===== src/rtl/rle_mask_clipped_span_blit_macros.svh =====
// ----------------------------------------------------------------------------
// Assertion macros for the run-length mask span blitter
// Concurrent assertion shorthands; they compile away when SYNTHESIS is set.
// ----------------------------------------------------------------------------
`ifndef RLE_MASK_CLIPPED_SPAN_BLIT_MACROS_SVH
`define RLE_MASK_CLIPPED_SPAN_BLIT_MACROS_SVH

`ifndef SYNTHESIS

// Same-cycle implication.
`define RMCSB_ASSERT_IMPL(lbl, clk, rstn, ante, cons, msg) \
  lbl: assert property (@(posedge clk) disable iff (!(rstn)) (ante) |-> (cons)) \
    else $error(msg);

// Next-cycle implication.
`define RMCSB_ASSERT_NEXT(lbl, clk, rstn, ante, cons, msg) \
  lbl: assert property (@(posedge clk) disable iff (!(rstn)) (ante) |=> (cons)) \
    else $error(msg);

`else

`define RMCSB_ASSERT_IMPL(lbl, clk, rstn, ante, cons, msg)

`define RMCSB_ASSERT_NEXT(lbl, clk, rstn, ante, cons, msg)

`endif

`endif


===== src/rtl/rmcsb_pkg.sv =====
// ----------------------------------------------------------------------------
// rmcsb_pkg
// Widths, codes and shared types of the run-length mask span blitter.
// ----------------------------------------------------------------------------
package rmcsb_pkg;

  // Field widths
  localparam int BYTE_W     = 8;
  localparam int ORG_W      = 12;
  localparam int OFS_W      = 22;
  localparam int LEN_W      = 8;
  localparam int CLIP_W     = 11;
  localparam int PITCH_W    = 12;

  // Internal widths
  localparam int EDGE_W     = 13;  // signed left edge, origin plus hot x
  localparam int TOP_W      = 12;  // unsigned top edge, clamped origin plus hot y
  localparam int CMP_W      = 14;  // signed compare width for the clip test
  localparam int MARG_W     = 12;
  localparam int COL_W      = 17;  // column position over up to 256 runs
  localparam int SPN_W      = 18;  // signed span bound width
  localparam int BLK_W      = 9;
  localparam int ROW_W      = 8;
  localparam int HDR_W      = 2;
  localparam int PH_W       = 3;

  // Configuration port
  localparam int CFG_ADDR_W = 5;
  localparam int CFG_DATA_W = 32;
  localparam int CFG_IDX_W  = CFG_ADDR_W - 2;

  localparam int FRAME_DIM_DEF = 2048;

  // Parse phases
  localparam logic [PH_W-1:0] PH_IDLE   = 3'd0;
  localparam logic [PH_W-1:0] PH_HEADER = 3'd1;
  localparam logic [PH_W-1:0] PH_COUNT  = 3'd2;
  localparam logic [PH_W-1:0] PH_SKIP   = 3'd3;
  localparam logic [PH_W-1:0] PH_COPY   = 3'd4;

  // Header byte positions
  localparam logic [HDR_W-1:0] HDR_WIDTH  = 2'd0;
  localparam logic [HDR_W-1:0] HDR_HEIGHT = 2'd1;
  localparam logic [HDR_W-1:0] HDR_HOT_X  = 2'd2;
  localparam logic [HDR_W-1:0] HDR_HOT_Y  = 2'd3;

  // Register indexes
  localparam logic [CFG_IDX_W-1:0] REG_CLIP_LEFT   = 3'd0;
  localparam logic [CFG_IDX_W-1:0] REG_CLIP_TOP    = 3'd1;
  localparam logic [CFG_IDX_W-1:0] REG_CLIP_RIGHT  = 3'd2;
  localparam logic [CFG_IDX_W-1:0] REG_CLIP_BOTTOM = 3'd3;
  localparam logic [CFG_IDX_W-1:0] REG_FRAME_PITCH = 3'd4;

  // Register reset values
  localparam logic [CLIP_W-1:0]  CLIP_LEFT_RST   = 11'd0;
  localparam logic [CLIP_W-1:0]  CLIP_TOP_RST    = 11'd0;
  localparam logic [CLIP_W-1:0]  CLIP_RIGHT_RST  = 11'd639;
  localparam logic [CLIP_W-1:0]  CLIP_BOTTOM_RST = 11'd479;
  localparam logic [PITCH_W-1:0] FRAME_PITCH_RST = 12'd640;

  typedef struct packed {
    logic [CLIP_W-1:0]  clip_left;
    logic [CLIP_W-1:0]  clip_top;
    logic [CLIP_W-1:0]  clip_right;
    logic [CLIP_W-1:0]  clip_bottom;
    logic [PITCH_W-1:0] frame_pitch;
  } cfg_t;

  typedef struct packed {
    logic [BYTE_W-1:0]       mask_byte;
    logic                    mask_start;
    logic signed [ORG_W-1:0] origin_x;
    logic signed [ORG_W-1:0] origin_y;
  } in_item_t;

  typedef struct packed {
    logic              span_valid;
    logic [OFS_W-1:0]  span_offset;
    logic [LEN_W-1:0]  span_length;
    logic              mask_done;
    logic              mask_rejected;
  } res_t;

endpackage


===== src/rtl/rmcsb_ifs.sv =====
// ----------------------------------------------------------------------------
// rmcsb channel interfaces
// Valid/ready channels for mask byte requests and span results.
// ----------------------------------------------------------------------------
interface rmcsb_in_if;
  import rmcsb_pkg::*;

  logic                    valid;
  logic                    ready;
  logic [BYTE_W-1:0]       mask_byte;
  logic                    mask_start;
  logic signed [ORG_W-1:0] origin_x;
  logic signed [ORG_W-1:0] origin_y;

  modport source (output valid, output mask_byte, output mask_start,
                  output origin_x, output origin_y, input ready);
  modport sink   (input valid, input mask_byte, input mask_start,
                  input origin_x, input origin_y, output ready);
endinterface

interface rmcsb_out_if;
  import rmcsb_pkg::*;

  logic             valid;
  logic             ready;
  logic             span_valid;
  logic [OFS_W-1:0] span_offset;
  logic [LEN_W-1:0] span_length;
  logic             mask_done;
  logic             mask_rejected;

  modport source (output valid, output span_valid, output span_offset,
                  output span_length, output mask_done, output mask_rejected,
                  input ready);
  modport sink   (input valid, input span_valid, input span_offset,
                  input span_length, input mask_done, input mask_rejected,
                  output ready);
endinterface


===== src/rtl/rmcsb_cfg_regs.sv =====
// ----------------------------------------------------------------------------
// rmcsb_cfg_regs
// APB-style register file: clip window and frame pitch.
// ----------------------------------------------------------------------------
module rmcsb_cfg_regs (
  input  logic                               clk,
  input  logic                               rst_n,
  input  logic                               psel,
  input  logic                               penable,
  input  logic                               pwrite,
  input  logic [rmcsb_pkg::CFG_ADDR_W-1:0]   paddr,
  input  logic [rmcsb_pkg::CFG_DATA_W-1:0]   pwdata,
  output logic [rmcsb_pkg::CFG_DATA_W-1:0]   prdata,
  output rmcsb_pkg::cfg_t                    cfg
);
  import rmcsb_pkg::*;

  cfg_t                 cfg_r, cfg_nxt;
  logic [CFG_IDX_W-1:0] reg_idx;
  logic                 wr_en;

  assign reg_idx = paddr[CFG_ADDR_W-1:2];
  assign wr_en   = psel && penable && pwrite;

  always_comb begin
    cfg_nxt = cfg_r;
    if (wr_en) begin
      case (reg_idx)
        REG_CLIP_LEFT:   cfg_nxt.clip_left   = pwdata[CLIP_W-1:0];
        REG_CLIP_TOP:    cfg_nxt.clip_top    = pwdata[CLIP_W-1:0];
        REG_CLIP_RIGHT:  cfg_nxt.clip_right  = pwdata[CLIP_W-1:0];
        REG_CLIP_BOTTOM: cfg_nxt.clip_bottom = pwdata[CLIP_W-1:0];
        REG_FRAME_PITCH: cfg_nxt.frame_pitch = pwdata[PITCH_W-1:0];
        default: ;
      endcase
    end
  end

  always_comb begin
    case (reg_idx)
      REG_CLIP_LEFT:   prdata = CFG_DATA_W'(cfg_r.clip_left);
      REG_CLIP_TOP:    prdata = CFG_DATA_W'(cfg_r.clip_top);
      REG_CLIP_RIGHT:  prdata = CFG_DATA_W'(cfg_r.clip_right);
      REG_CLIP_BOTTOM: prdata = CFG_DATA_W'(cfg_r.clip_bottom);
      REG_FRAME_PITCH: prdata = CFG_DATA_W'(cfg_r.frame_pitch);
      default:         prdata = '0;
    endcase
  end

  always_ff @(posedge clk) begin
    if (!rst_n) begin
      cfg_r.clip_left   <= CLIP_LEFT_RST;
      cfg_r.clip_top    <= CLIP_TOP_RST;
      cfg_r.clip_right  <= CLIP_RIGHT_RST;
      cfg_r.clip_bottom <= CLIP_BOTTOM_RST;
      cfg_r.frame_pitch <= FRAME_PITCH_RST;
    end else begin
      cfg_r <= cfg_nxt;
    end
  end

  assign cfg = cfg_r;

endmodule


===== src/rtl/rmcsb_parser.sv =====
// ----------------------------------------------------------------------------
// rmcsb_parser
// Mask byte parser: header placement, clip test, row walk and span clipping.
// ----------------------------------------------------------------------------
`include "rle_mask_clipped_span_blit_macros.svh"

module rmcsb_parser #(
  parameter int FRAME_DIM = rmcsb_pkg::FRAME_DIM_DEF
) (
  input  logic                clk,
  input  logic                rst_n,
  input  logic                fire,
  input  rmcsb_pkg::in_item_t in_item,
  input  rmcsb_pkg::cfg_t     cfg,
  output rmcsb_pkg::res_t     res
);
  import rmcsb_pkg::*;

  localparam int LINE_W = $clog2(FRAME_DIM);

  typedef struct packed {
    logic [MARG_W-1:0] left;
    logic [MARG_W-1:0] right;
    logic [MARG_W-1:0] top;
    logic [MARG_W-1:0] bottom;
  } margins_t;

  logic [PH_W-1:0]          phase_r, phase_nxt, phase_eff;
  logic [HDR_W-1:0]         hidx_r, hidx_nxt, hidx_eff;
  logic [BYTE_W-1:0]        width_r, width_nxt, height_r, height_nxt;
  logic signed [EDGE_W-1:0] left_r, left_nxt, left_eff;
  logic [TOP_W-1:0]         top_r, top_nxt, top_eff;
  logic [ROW_W-1:0]         row_r, row_nxt;
  logic [BLK_W-1:0]         blk_r, blk_nxt, blk_dec;
  logic [COL_W-1:0]         col_r, col_nxt, col_sum;
  logic [OFS_W-1:0]         base_r, base_nxt, base_init, base_adv;
  margins_t                 marg_r, marg_nxt, marg_calc;

  logic [BYTE_W-1:0]        b;

  // Header finish
  logic [TOP_W-1:0]         y0;
  logic signed [EDGE_W-1:0] x0;
  logic signed [CMP_W-1:0]  x0c, x1c, y0c, y1c, clc, ctc, crc, cbc;
  logic                     partial, outside;
  logic                     line_sat;
  logic [LINE_W-1:0]        line;
  logic [LINE_W+PITCH_W-1:0] prod;

  // Copy span
  logic [COL_W-1:0]         lo;
  logic signed [SPN_W-1:0]  lo_s, hi_raw, hi_s, lim_s;
  logic signed [CMP_W-1:0]  row_c, vis_lim;
  logic                     row_vis, span_hit;

  // Row end
  logic [ROW_W:0]           row_inc;
  logic                     last_row;

  assign b = in_item.mask_byte;

  // A start byte restarts the header whatever the parser was doing.
  always_comb begin
    if (in_item.mask_start) begin
      phase_eff = PH_HEADER;
      hidx_eff  = HDR_WIDTH;
      left_eff  = {in_item.origin_x[ORG_W-1], in_item.origin_x};
      top_eff   = in_item.origin_y[ORG_W-1] ? '0 : TOP_W'(in_item.origin_y);
    end else begin
      phase_eff = phase_r;
      hidx_eff  = hidx_r;
      left_eff  = left_r;
      top_eff   = top_r;
    end
  end

  // Placement and clip test on the hot y byte
  assign y0  = top_eff + TOP_W'(b);
  assign x0  = left_eff;
  assign x0c = {{(CMP_W-EDGE_W){x0[EDGE_W-1]}}, x0};
  assign x1c = x0c + CMP_W'(width_r) - CMP_W'(1);
  assign y0c = CMP_W'(y0);
  assign y1c = y0c + CMP_W'(height_r) - CMP_W'(1);
  assign clc = CMP_W'(cfg.clip_left);
  assign ctc = CMP_W'(cfg.clip_top);
  assign crc = CMP_W'(cfg.clip_right);
  assign cbc = CMP_W'(cfg.clip_bottom);

  assign partial = (x0c < clc) || (y0c < ctc) || (x1c > crc) || (y1c > cbc);
  assign outside = (x0c > crc) || (y0c > cbc) || (x1c < clc) || (y1c < ctc);

  assign marg_calc.top    = (y0c < ctc) ? MARG_W'(ctc - y0c) : '0;
  assign marg_calc.bottom = (y1c > cbc) ? MARG_W'(y1c - cbc) : '0;
  assign marg_calc.left   = (x0c < clc) ? MARG_W'(clc - x0c) : '0;
  assign marg_calc.right  = (x1c > crc) ? MARG_W'(x1c - crc) : '0;

  // Saturate the first line index to the line table range.
  assign line_sat  = y0 > TOP_W'(FRAME_DIM - 1);
  assign line      = line_sat ? LINE_W'(FRAME_DIM - 1) : y0[LINE_W-1:0];
  assign prod      = line * cfg.frame_pitch;
  assign base_init = OFS_W'(prod) + {{(OFS_W-EDGE_W){x0[EDGE_W-1]}}, x0};

  // Visible part of a copy run
  assign lo      = (col_r > COL_W'(marg_r.left)) ? col_r : COL_W'(marg_r.left);
  assign lo_s    = SPN_W'(lo);
  assign lim_s   = SPN_W'(width_r) - SPN_W'(marg_r.right);
  assign hi_raw  = SPN_W'(col_r) + SPN_W'(b);
  assign hi_s    = (hi_raw > lim_s) ? lim_s : hi_raw;
  assign row_c   = CMP_W'(row_r);
  assign vis_lim = CMP_W'(height_r) - CMP_W'(marg_r.bottom);
  assign row_vis = (MARG_W'(row_r) >= marg_r.top) && (row_c < vis_lim);
  assign span_hit = row_vis && (hi_s > lo_s);

  // Running position; a row end covers every run of the row.
  assign col_sum  = col_r + COL_W'(b);
  assign blk_dec  = blk_r - 1'b1;
  assign base_adv = base_r + OFS_W'(col_sum) + OFS_W'(cfg.frame_pitch) - OFS_W'(width_r);
  assign row_inc  = {1'b0, row_r} + 1'b1;
  assign last_row = row_inc >= {1'b0, height_r};

  always_comb begin
    phase_nxt  = phase_r;
    hidx_nxt   = hidx_r;
    width_nxt  = width_r;
    height_nxt = height_r;
    left_nxt   = left_eff;
    top_nxt    = top_eff;
    row_nxt    = row_r;
    blk_nxt    = blk_r;
    col_nxt    = col_r;
    base_nxt   = base_r;
    marg_nxt   = marg_r;
    res        = '0;

    case (phase_eff)
      PH_HEADER: begin
        phase_nxt = PH_HEADER;
        hidx_nxt  = hidx_eff + 1'b1;
        case (hidx_eff)
          HDR_WIDTH:  width_nxt  = b;
          HDR_HEIGHT: height_nxt = b;
          HDR_HOT_X:  left_nxt   = left_eff + EDGE_W'(b);
          HDR_HOT_Y: begin
            top_nxt = y0;
            if (partial && outside) begin
              phase_nxt         = PH_IDLE;
              res.mask_done     = 1'b1;
              res.mask_rejected = 1'b1;
            end else begin
              marg_nxt = marg_calc;
              base_nxt = base_init;
              row_nxt  = '0;
              col_nxt  = '0;
              if (height_r == '0) begin
                phase_nxt     = PH_IDLE;
                res.mask_done = 1'b1;
              end else begin
                phase_nxt = PH_COUNT;
              end
            end
          end
          default: ;
        endcase
      end
      PH_COUNT: begin
        blk_nxt   = (b == '0) ? BLK_W'(256) : BLK_W'(b);
        col_nxt   = '0;
        phase_nxt = PH_SKIP;
      end
      PH_SKIP, PH_COPY: begin
        if (phase_eff == PH_COPY && span_hit) begin
          res.span_valid  = 1'b1;
          res.span_offset = base_r + OFS_W'(lo);
          res.span_length = LEN_W'(hi_s - lo_s);
        end
        blk_nxt = blk_dec;
        if (blk_dec == '0) begin
          base_nxt = base_adv;
          row_nxt  = row_inc[ROW_W-1:0];
          col_nxt  = '0;
          if (last_row) begin
            phase_nxt     = PH_IDLE;
            res.mask_done = 1'b1;
          end else begin
            phase_nxt = PH_COUNT;
          end
        end else begin
          col_nxt   = col_sum;
          phase_nxt = (phase_eff == PH_SKIP) ? PH_COPY : PH_SKIP;
        end
      end
      default: ;
    endcase
  end

  always_ff @(posedge clk) begin
    if (!rst_n) begin
      phase_r <= PH_IDLE;
      hidx_r  <= HDR_WIDTH;
    end else if (fire) begin
      phase_r <= phase_nxt;
      hidx_r  <= hidx_nxt;
    end
  end

  always_ff @(posedge clk) begin
    if (fire) begin
      width_r  <= width_nxt;
      height_r <= height_nxt;
      left_r   <= left_nxt;
      top_r    <= top_nxt;
      row_r    <= row_nxt;
      blk_r    <= blk_nxt;
      col_r    <= col_nxt;
      base_r   <= base_nxt;
      marg_r   <= marg_nxt;
    end
  end

  `RMCSB_ASSERT_IMPL(a_span_in_copy, clk, rst_n, fire && res.span_valid, phase_r == PH_COPY && !in_item.mask_start, "span issued outside a copy run")
  `RMCSB_ASSERT_IMPL(a_runs_pending, clk, rst_n, phase_r == PH_SKIP || phase_r == PH_COPY, blk_r != '0, "run phase with no blocks left")
  `RMCSB_ASSERT_IMPL(a_hidx_rest, clk, rst_n, phase_r != PH_HEADER, hidx_r == HDR_WIDTH, "header index not at rest outside header")
  `RMCSB_ASSERT_NEXT(a_reject_idle, clk, rst_n, fire && res.mask_rejected, phase_r == PH_IDLE && hidx_r == HDR_WIDTH, "rejected mask left parser busy")

endmodule


===== src/rtl/rmcsb_out_stage.sv =====
// ----------------------------------------------------------------------------
// rmcsb_out_stage
// Result register between the parser and the result channel.
// ----------------------------------------------------------------------------
module rmcsb_out_stage (
  input  logic            clk,
  input  logic            rst_n,
  input  logic            load,
  input  rmcsb_pkg::res_t res,
  output logic            load_ok,
  rmcsb_out_if.source     out_chan
);
  import rmcsb_pkg::*;

  logic valid_r, valid_nxt;
  res_t res_r;

  // Take a new result when empty or when the held one leaves this cycle.
  assign load_ok = !valid_r || out_chan.ready;

  always_comb begin
    if (load) begin
      valid_nxt = 1'b1;
    end else if (out_chan.ready) begin
      valid_nxt = 1'b0;
    end else begin
      valid_nxt = valid_r;
    end
  end

  always_ff @(posedge clk) begin
    if (!rst_n) begin
      valid_r <= 1'b0;
    end else begin
      valid_r <= valid_nxt;
    end
  end

  always_ff @(posedge clk) begin
    if (load) begin
      res_r <= res;
    end
  end

  assign out_chan.valid         = valid_r;
  assign out_chan.span_valid    = res_r.span_valid;
  assign out_chan.span_offset   = res_r.span_offset;
  assign out_chan.span_length   = res_r.span_length;
  assign out_chan.mask_done     = res_r.mask_done;
  assign out_chan.mask_rejected = res_r.mask_rejected;

endmodule


===== src/rtl/rle_mask_clipped_span_blit.sv =====
// ----------------------------------------------------------------------------
// rle_mask_clipped_span_blit
// Run-length mask span generator with clip-window rejection and clipping.
// ----------------------------------------------------------------------------
// Feed the mask one byte per request: width, height, hot x, hot y (the first
// with mask_start set and origin_x/origin_y valid), then per row a block count
// (zero means 256) and alternating skip and copy run bytes. Every request
// yields exactly one result, in the cycle after it is accepted: a copy run that
// is partly or fully inside the clip window gives span_valid with the frame
// offset and length of its visible part, the byte that ends the mask gives
// mask_done, and a mask wholly outside the window ends on its last header
// byte with mask_done and mask_rejected. A byte arriving with no mask in
// progress gives an all-zero result. The block takes one request every cycle:
// all work for a byte is done by the parser between its state registers and
// the result register, and in_chan.ready drops only while a held result is
// not taken. The longest path is the header finish, one 11x12 multiply of the
// first line index by frame_pitch plus an add of the left edge. Write the
// registers (clip_left, clip_top, clip_right, clip_bottom, frame_pitch at
// byte addresses 0, 4, 8, 12, 16) only while no mask request is in flight.
// ----------------------------------------------------------------------------
module rle_mask_clipped_span_blit #(
  parameter int FRAME_DIM = rmcsb_pkg::FRAME_DIM_DEF
) (
  input  logic                             clk,
  input  logic                             rst_n,
  rmcsb_in_if.sink                         in_chan,
  rmcsb_out_if.source                      out_chan,
  input  logic                             psel,
  input  logic                             penable,
  input  logic                             pwrite,
  input  logic [rmcsb_pkg::CFG_ADDR_W-1:0] paddr,
  input  logic [rmcsb_pkg::CFG_DATA_W-1:0] pwdata,
  output logic [rmcsb_pkg::CFG_DATA_W-1:0] prdata,
  output logic                             pready
);
  import rmcsb_pkg::*;

  cfg_t     cfg;
  in_item_t in_item;
  res_t     res;
  logic     in_fire;
  logic     load_ok;

  // Register writes complete in the access cycle; never stall the bus.
  assign pready = 1'b1;

  rmcsb_cfg_regs u_cfg_regs (
    .clk     (clk),
    .rst_n   (rst_n),
    .psel    (psel),
    .penable (penable),
    .pwrite  (pwrite),
    .paddr   (paddr),
    .pwdata  (pwdata),
    .prdata  (prdata),
    .cfg     (cfg)
  );

  // Accept a mask byte whenever the result register can take its result.
  assign in_chan.ready = load_ok;
  assign in_fire       = in_chan.valid && load_ok;

  assign in_item.mask_byte  = in_chan.mask_byte;
  assign in_item.mask_start = in_chan.mask_start;
  assign in_item.origin_x   = in_chan.origin_x;
  assign in_item.origin_y   = in_chan.origin_y;

  // Parse, place, clip and advance the row pointer in one pass per byte.
  rmcsb_parser #(
    .FRAME_DIM (FRAME_DIM)
  ) u_parser (
    .clk     (clk),
    .rst_n   (rst_n),
    .fire    (in_fire),
    .in_item (in_item),
    .cfg     (cfg),
    .res     (res)
  );

  // Hold the result until the sink takes it.
  rmcsb_out_stage u_out_stage (
    .clk      (clk),
    .rst_n    (rst_n),
    .load     (in_fire),
    .res      (res),
    .load_ok  (load_ok),
    .out_chan (out_chan)
  );

endmodule


===== src/flat_wrapper.sv =====
// flat-port wrapper written by rule: the top's interface ports become plain ports
module rle_mask_clipped_span_blit_flat import rmcsb_pkg::*;
#(
  parameter int FRAME_DIM = rmcsb_pkg::FRAME_DIM_DEF
)
  (clk, rst_n, psel, penable, pwrite, paddr, pwdata, prdata, pready, in_chan_valid, in_chan_mask_byte, in_chan_mask_start, in_chan_origin_x, in_chan_origin_y, in_chan_ready, out_chan_valid, out_chan_span_valid, out_chan_span_offset, out_chan_span_length, out_chan_mask_done, out_chan_mask_rejected, out_chan_ready);
  rmcsb_in_if in_chan_i ();
  rmcsb_out_if out_chan_i ();
  input  logic clk;
  input  logic rst_n;
  input  logic psel;
  input  logic penable;
  input  logic pwrite;
  input  logic [rmcsb_pkg::CFG_ADDR_W-1:0] paddr;
  input  logic [rmcsb_pkg::CFG_DATA_W-1:0] pwdata;
  output logic [rmcsb_pkg::CFG_DATA_W-1:0] prdata;
  output logic pready;
  input wire logic [$bits(in_chan_i.valid)-1:0] in_chan_valid;
  input wire logic [$bits(in_chan_i.mask_byte)-1:0] in_chan_mask_byte;
  input wire logic [$bits(in_chan_i.mask_start)-1:0] in_chan_mask_start;
  input wire logic [$bits(in_chan_i.origin_x)-1:0] in_chan_origin_x;
  input wire logic [$bits(in_chan_i.origin_y)-1:0] in_chan_origin_y;
  output wire logic [$bits(in_chan_i.ready)-1:0] in_chan_ready;
  output wire logic [$bits(out_chan_i.valid)-1:0] out_chan_valid;
  output wire logic [$bits(out_chan_i.span_valid)-1:0] out_chan_span_valid;
  output wire logic [$bits(out_chan_i.span_offset)-1:0] out_chan_span_offset;
  output wire logic [$bits(out_chan_i.span_length)-1:0] out_chan_span_length;
  output wire logic [$bits(out_chan_i.mask_done)-1:0] out_chan_mask_done;
  output wire logic [$bits(out_chan_i.mask_rejected)-1:0] out_chan_mask_rejected;
  input wire logic [$bits(out_chan_i.ready)-1:0] out_chan_ready;
  assign in_chan_i.valid = in_chan_valid;
  assign in_chan_i.mask_byte = in_chan_mask_byte;
  assign in_chan_i.mask_start = in_chan_mask_start;
  assign in_chan_i.origin_x = in_chan_origin_x;
  assign in_chan_i.origin_y = in_chan_origin_y;
  assign in_chan_ready = in_chan_i.ready;
  assign out_chan_valid = out_chan_i.valid;
  assign out_chan_span_valid = out_chan_i.span_valid;
  assign out_chan_span_offset = out_chan_i.span_offset;
  assign out_chan_span_length = out_chan_i.span_length;
  assign out_chan_mask_done = out_chan_i.mask_done;
  assign out_chan_mask_rejected = out_chan_i.mask_rejected;
  assign out_chan_i.ready = out_chan_ready;
  rle_mask_clipped_span_blit #(.FRAME_DIM(FRAME_DIM)) u_core (.clk(clk), .rst_n(rst_n), .in_chan(in_chan_i), .out_chan(out_chan_i), .psel(psel), .penable(penable), .pwrite(pwrite), .paddr(paddr), .pwdata(pwdata), .prdata(prdata), .pready(pready));
endmodule

===== config.mk =====
export PLATFORM = sky130hd
export DESIGN_NAME = rle_mask_clipped_span_blit_flat
export DESIGN_NICKNAME = d
export VERILOG_FILES = /design/src/rtl/rmcsb_pkg.sv /design/src/rtl/rmcsb_ifs.sv /design/src/rtl/rmcsb_cfg_regs.sv /design/src/rtl/rmcsb_parser.sv /design/src/rtl/rmcsb_out_stage.sv /design/src/rtl/rle_mask_clipped_span_blit.sv /design/src/flat_wrapper.sv
export VERILOG_INCLUDE_DIRS = /design/src /design/src/rtl
export SDC_FILE = /design/constraint.sdc
export NUM_CORES = 1
export LEC_CHECK = 0
export BUFFER_PORTS_ARGS = -buffer_cell sky130_fd_sc_hd__buf_2
export CAP_MARGIN = 15
export CORE_ASPECT_RATIO = 1.4
export CORE_UTILIZATION = 55
export DETAILED_ROUTE_END_ITERATION = 7
export GPL_ROUTABILITY_DRIVEN = 0
export GPL_TIMING_DRIVEN = 0
export PLACE_DENSITY = 0.79
export SLEW_MARGIN = 20
export SYNTH_ARGS = -nofsm -noshare
export SYNTH_HDL_FRONTEND = slang
export SYNTH_SLANG_ARGS = --single-unit

===== constraint.sdc =====
create_clock -name clk -period 13.6 [get_ports clk]
set_input_delay 2.72 -clock clk [delete_from_list [all_inputs] [get_ports clk]]
set_output_delay 2.72 -clock clk [all_outputs]
set_load 0.005 [all_outputs]

==> metrics.md <==
| Metric | Value |
|---|---|
| Yosys top cell area share | `19.94%` |
| Average cell area after synthesis | `8.779 um^2` |
| CP Data Arrival Time | `between 10,000 and 15,000 ps` |
| Largest stage delay, worst path | `between 500 and 600 ps` |
| DP HPWL | `61,960 um` |
| LEAKAGE | `between 10 and 15 nW` |
| # setup viols final | `0` |
| Sequential cell area | `6586 um^2` |
| Vias | `about 23,000` |
| Largest net degree at the start of global routing | `54` |
| CTS Buf Count | `27` |
| EDFF count, synth | `178` |
| Yosys reg bits | `240` |
| Die area | `49,650 um^2` |
| Die Ht | `263.2 um` |
| CP startpoint kind | `input port` |
| Distinct cells, synth | `81` |
| Layout fillers | `4,185` |
| Die width | `188.6 um` |
| Max Fclk | `~76 MHz` |
| Worst-path maximum fanout | `12` |
| # DRC | `0` |
| Diodes inserted | `0` |
| Slew margin rel. | `26.03%` |
| Hold Path Sink | `u_core.u_parser.hidx_r[1]` |
| Max VDD drop | `~0.11 mV` |
| Slew Limit Fails | `0` |
| H-tree levels | `1` |
| Max Clock Skew | `approximately 24 ps` |
| Initial DRC Count | `1,552` |
| Grt ovf | `0` |
| Final Power | `about 0.0034 W` |
| Detail Route Antenna Nets | `0` |
| Critical path endpoint category | `flip-flop` |
| Top_reg_cell synth | `edfxtp_1` |
| Total wire length | `around 75,000 um` |
| Placed Area | `28,300 um^2` |
| Synth top area cells | `edfxtp_1, ha_1, fa_1` |
| Delay-heaviest family, CP | `adder cells` |
| Gate Count Post-Synth | `just over 3,000` |
| Crit path max-delay cell type | `fa_1` |
| R2r startpoint | `u_core.u_parser.top_r[0]` |
| Synth cell count leaders | `inv_1, ha_1, nand2_1, edfxtp_1, nor2_1` |
| WL/cell | `roughly 20 um` |
| Final period util | `96.30%` |
| Actual slew at the worst max-slew pin | `1105 ps` |
| RSZ-0062 raised after global routing | `no` |
| First-pass GRT wire length | `118,400 um` |
| Min-delay src | `u_core.u_parser.hidx_r[1]` |
| CORE AREA | `48,020 um^2` |
| Post-layout min period | `about 13,000 ps` |
| Vias in the first global route | `between 20,000 and 25,000` |
| CTS sink count | `240` |
| Netlist Area Pre-Place | `26,810 um^2` |
| Hold path depth | `2` |
| Synth area leader | `edfxtp_1` |
| R2r setup slk | `3140 ps` |
| Status | `completed` |
| Initial Util | `55.83%` |
| Area of the multi-input gates | `18,180 um^2` |
| Syn-to-layout area delta | `8.900%` |
| FP Rows | `95` |
| Crit. Startpoint | `in_chan_mask_start` |
| Final nets | `3,800` |
| Drt pass-1 iters | `6` |
| Clock transition at path regs | `60 ps` |
| Critical path class | `in -> reg` |
| Max-cap violations | `0` |
| Later-pin clock latency in the skew report | `590 ps` |
| I/O Buffers | `98` |
| Worst Path Buf+Inv | `10` |
| Util after Layout | `60.80%` |
| Root Buffer | `clkbuf_16` |
| Ys async rst share | `0%` |
| GRT Overall Usage | `a little under a third` |
| Worst R2R End | `u_core.u_parser.base_r[20]` |
| Post-Layout Inst Area | `about 30,000 um^2` |
| Share of cells above drive strength 1 | `6.879%` |
| Fin. Hold Viols | `0` |
| Req. time, crit path | `13,890 ps` |
| Sequential-to-total area share from yosys stat | `24.57%` |
| Ys Warns | `0` |
| Pwr dens | `114.9 nW/um^2` |
| Hold crit path type | `reg -> reg` |
| Via density | `5.926` |
| Deepest clock path buffer count | `3` |
| I/O pin cnt | `145` |
| Initial antenna violation count | `2` |
| Worst Reg2Reg Path Length in Cells | `38` |
| CTS tree | `built` |
| Most frequent cell after synthesis | `inv_1` |
## worst max-delay path by stage
stage               slack [ps]                          to  depth (start not counted)
floorplan                 2200  u_core.u_parser.base_r[21]                         38
global placement          -420  u_core.u_parser.base_r[21]                         38
detailed placement        -490  u_core.u_parser.base_r[21]                         38
CTS                         70  u_core.u_parser.base_r[21]                         38
global route                20  u_core.u_parser.base_r[20]                         40
finish                     500  u_core.u_parser.base_r[20]                         40
## worst reg2reg max path: cells and delay by family (launching register included)
kind / cells / cell delay, ps
compound gates: 11 / 2880
xor+xnor: 2 / 770
fa+ha+maj: 9 / 3530
buf+inv: 6 / 950
flops: 1 / 380
mux: 1 / 140
simple gates: 9 / 1500
## cell usage in the layout, fill, tap and decap left out, types with 14 or more instances in the layout
| master | Yosys | final |
|---|---|---|
| nor3_1 | 89 | 89 |
| clkbuf_16 | 0 | 27 |
| o21ai_0 | 116 | 116 |
| clkbuf_1 | 79 | 79 |
| a21oi_1 | 157 | 157 |
| xor2_1 | 52 | 52 |
| or3_1 | 24 | 24 |
| dfxtp_1 | 62 | 62 |
| nand2_1 | 268 | 268 |
| buf_2 | 6 | 105 |
| o21bai_1 | 17 | 17 |
| nor4_1 | 14 | 14 |
| ha_1 | 375 | 375 |
| and2_1 | 59 | 59 |
| nand3_1 | 70 | 70 |
| nand4_1 | 36 | 36 |
| o22ai_1 | 19 | 19 |
| conb_1 | 2 | 21 |
| nor2_1 | 177 | 175 |
| a21boi_0 | 38 | 38 |
| and3_1 | 25 | 25 |
| nor2b_1 | 69 | 69 |
| a21o_1 | 62 | 62 |
| o211ai_1 | 34 | 34 |
| nand2b_1 | 32 | 32 |
| o21a_1 | 40 | 40 |
| buf_4 | 21 | 22 |
| a211oi_1 | 21 | 20 |
| mux2i_1 | 61 | 61 |
| inv_1 | 436 | 436 |
| fa_1 | 142 | 142 |
| edfxtp_1 | 178 | 178 |
| xnor2_1 | 99 | 99 |
## flip-flops by register name, indices dropped and copies added (netlist names)
signal	cells
u_core.u_out_stage.out_chan.span_offset	22
u_core.u_parser.left_r	13
u_core.u_parser.blk_r	9
u_core.u_out_stage.out_chan.span_length	8
u_core.u_out_stage.out_chan.mask_rejected	1
u_core.u_parser.col_r	17
u_core.u_parser.top_r	12
u_core.u_out_stage.out_chan.valid	1
u_core.u_parser.row_r	8
u_core.u_parser.hidx_r	2
u_core.u_cfg_regs.cfg	56
u_core.u_out_stage.out_chan.mask_done	1
u_core.u_parser.width_r	8
u_core.u_parser.height_r	8
u_core.u_parser.phase_r	3
u_core.u_out_stage.out_chan.span_valid	1
u_core.u_parser.base_r	22
u_core.u_parser.marg_r	48
## where the power goes
group	internal, W	switching, W
Combinational	0.000688	0.00105
Clock	0.000425	0.000328
Sequential	0.000849	0.0000112
Total	0.00196	0.00139
## metrics by stage
stage / setup TNS, ps / setup WS (ps) / cells / hold slack [ps]
final: 0 / 503.6 / 3857 / 474.1
after detailed placement: -1743 / -488.3 / 3807 / 465.5
after global placement: -1286 / -416.8 / 3801 / 460.0
after floorplan: 0 / 2201 / 3073 / 443.7
after CTS: 0 / 66.37 / 3857 / 473.6
after global routing: 0 / 19.70 / 3857 / 518.2
## final cells by class
| type | instances | area share, % |
|---|---|---|
| clock buffer | 30 | 2.353 |
| sequential | 240 | 22.56 |
| clock inverter | 20 | 0.6942 |
| buffer | 111 | 1.744 |
| timing repair buffer | 104 | 2.018 |
| tap | 630 | 2.700 |
| inverter | 440 | 5.657 |
| multi-input combinational | 2282 | 62.28 |
## cell families (layout without fill, tap and decap cells)
logic type / count (synthesis) / count (layout) / share of synthesized area, %
AOI/OAI and AO/OA: 616 / 616 / 15.05
xor gates and xnor gates: 151 / 151 / 4.933
adders and majority gates: 517 / 517 / 28.10
buffers and inverters: 551 / 705 / 8.036
DFF: 240 / 240 / 24.57
muxes: 75 / 75 / 2.907
other: 2 / 21 / 0.02801
and+or+nand+nor: 902 / 902 / 16.38
## layer usage
metal  up-vias  global-route usage (%)  part of all wire [%]
met1     10846                   35.61                    38
met5         -                       0                     0
met4         0                   21.84                   8.0
met3       269                   2.813                   6.0
li1      10815                       -                     -
met2       926                   52.55                    48
## timing repair
item                       in CTS  in global routing
setup buffers                   0                  0
setup endpoints to repair       0                  7
hold buffers                    0                  0
resized for setup               0                  6
(Power assumes the default switching activity.)
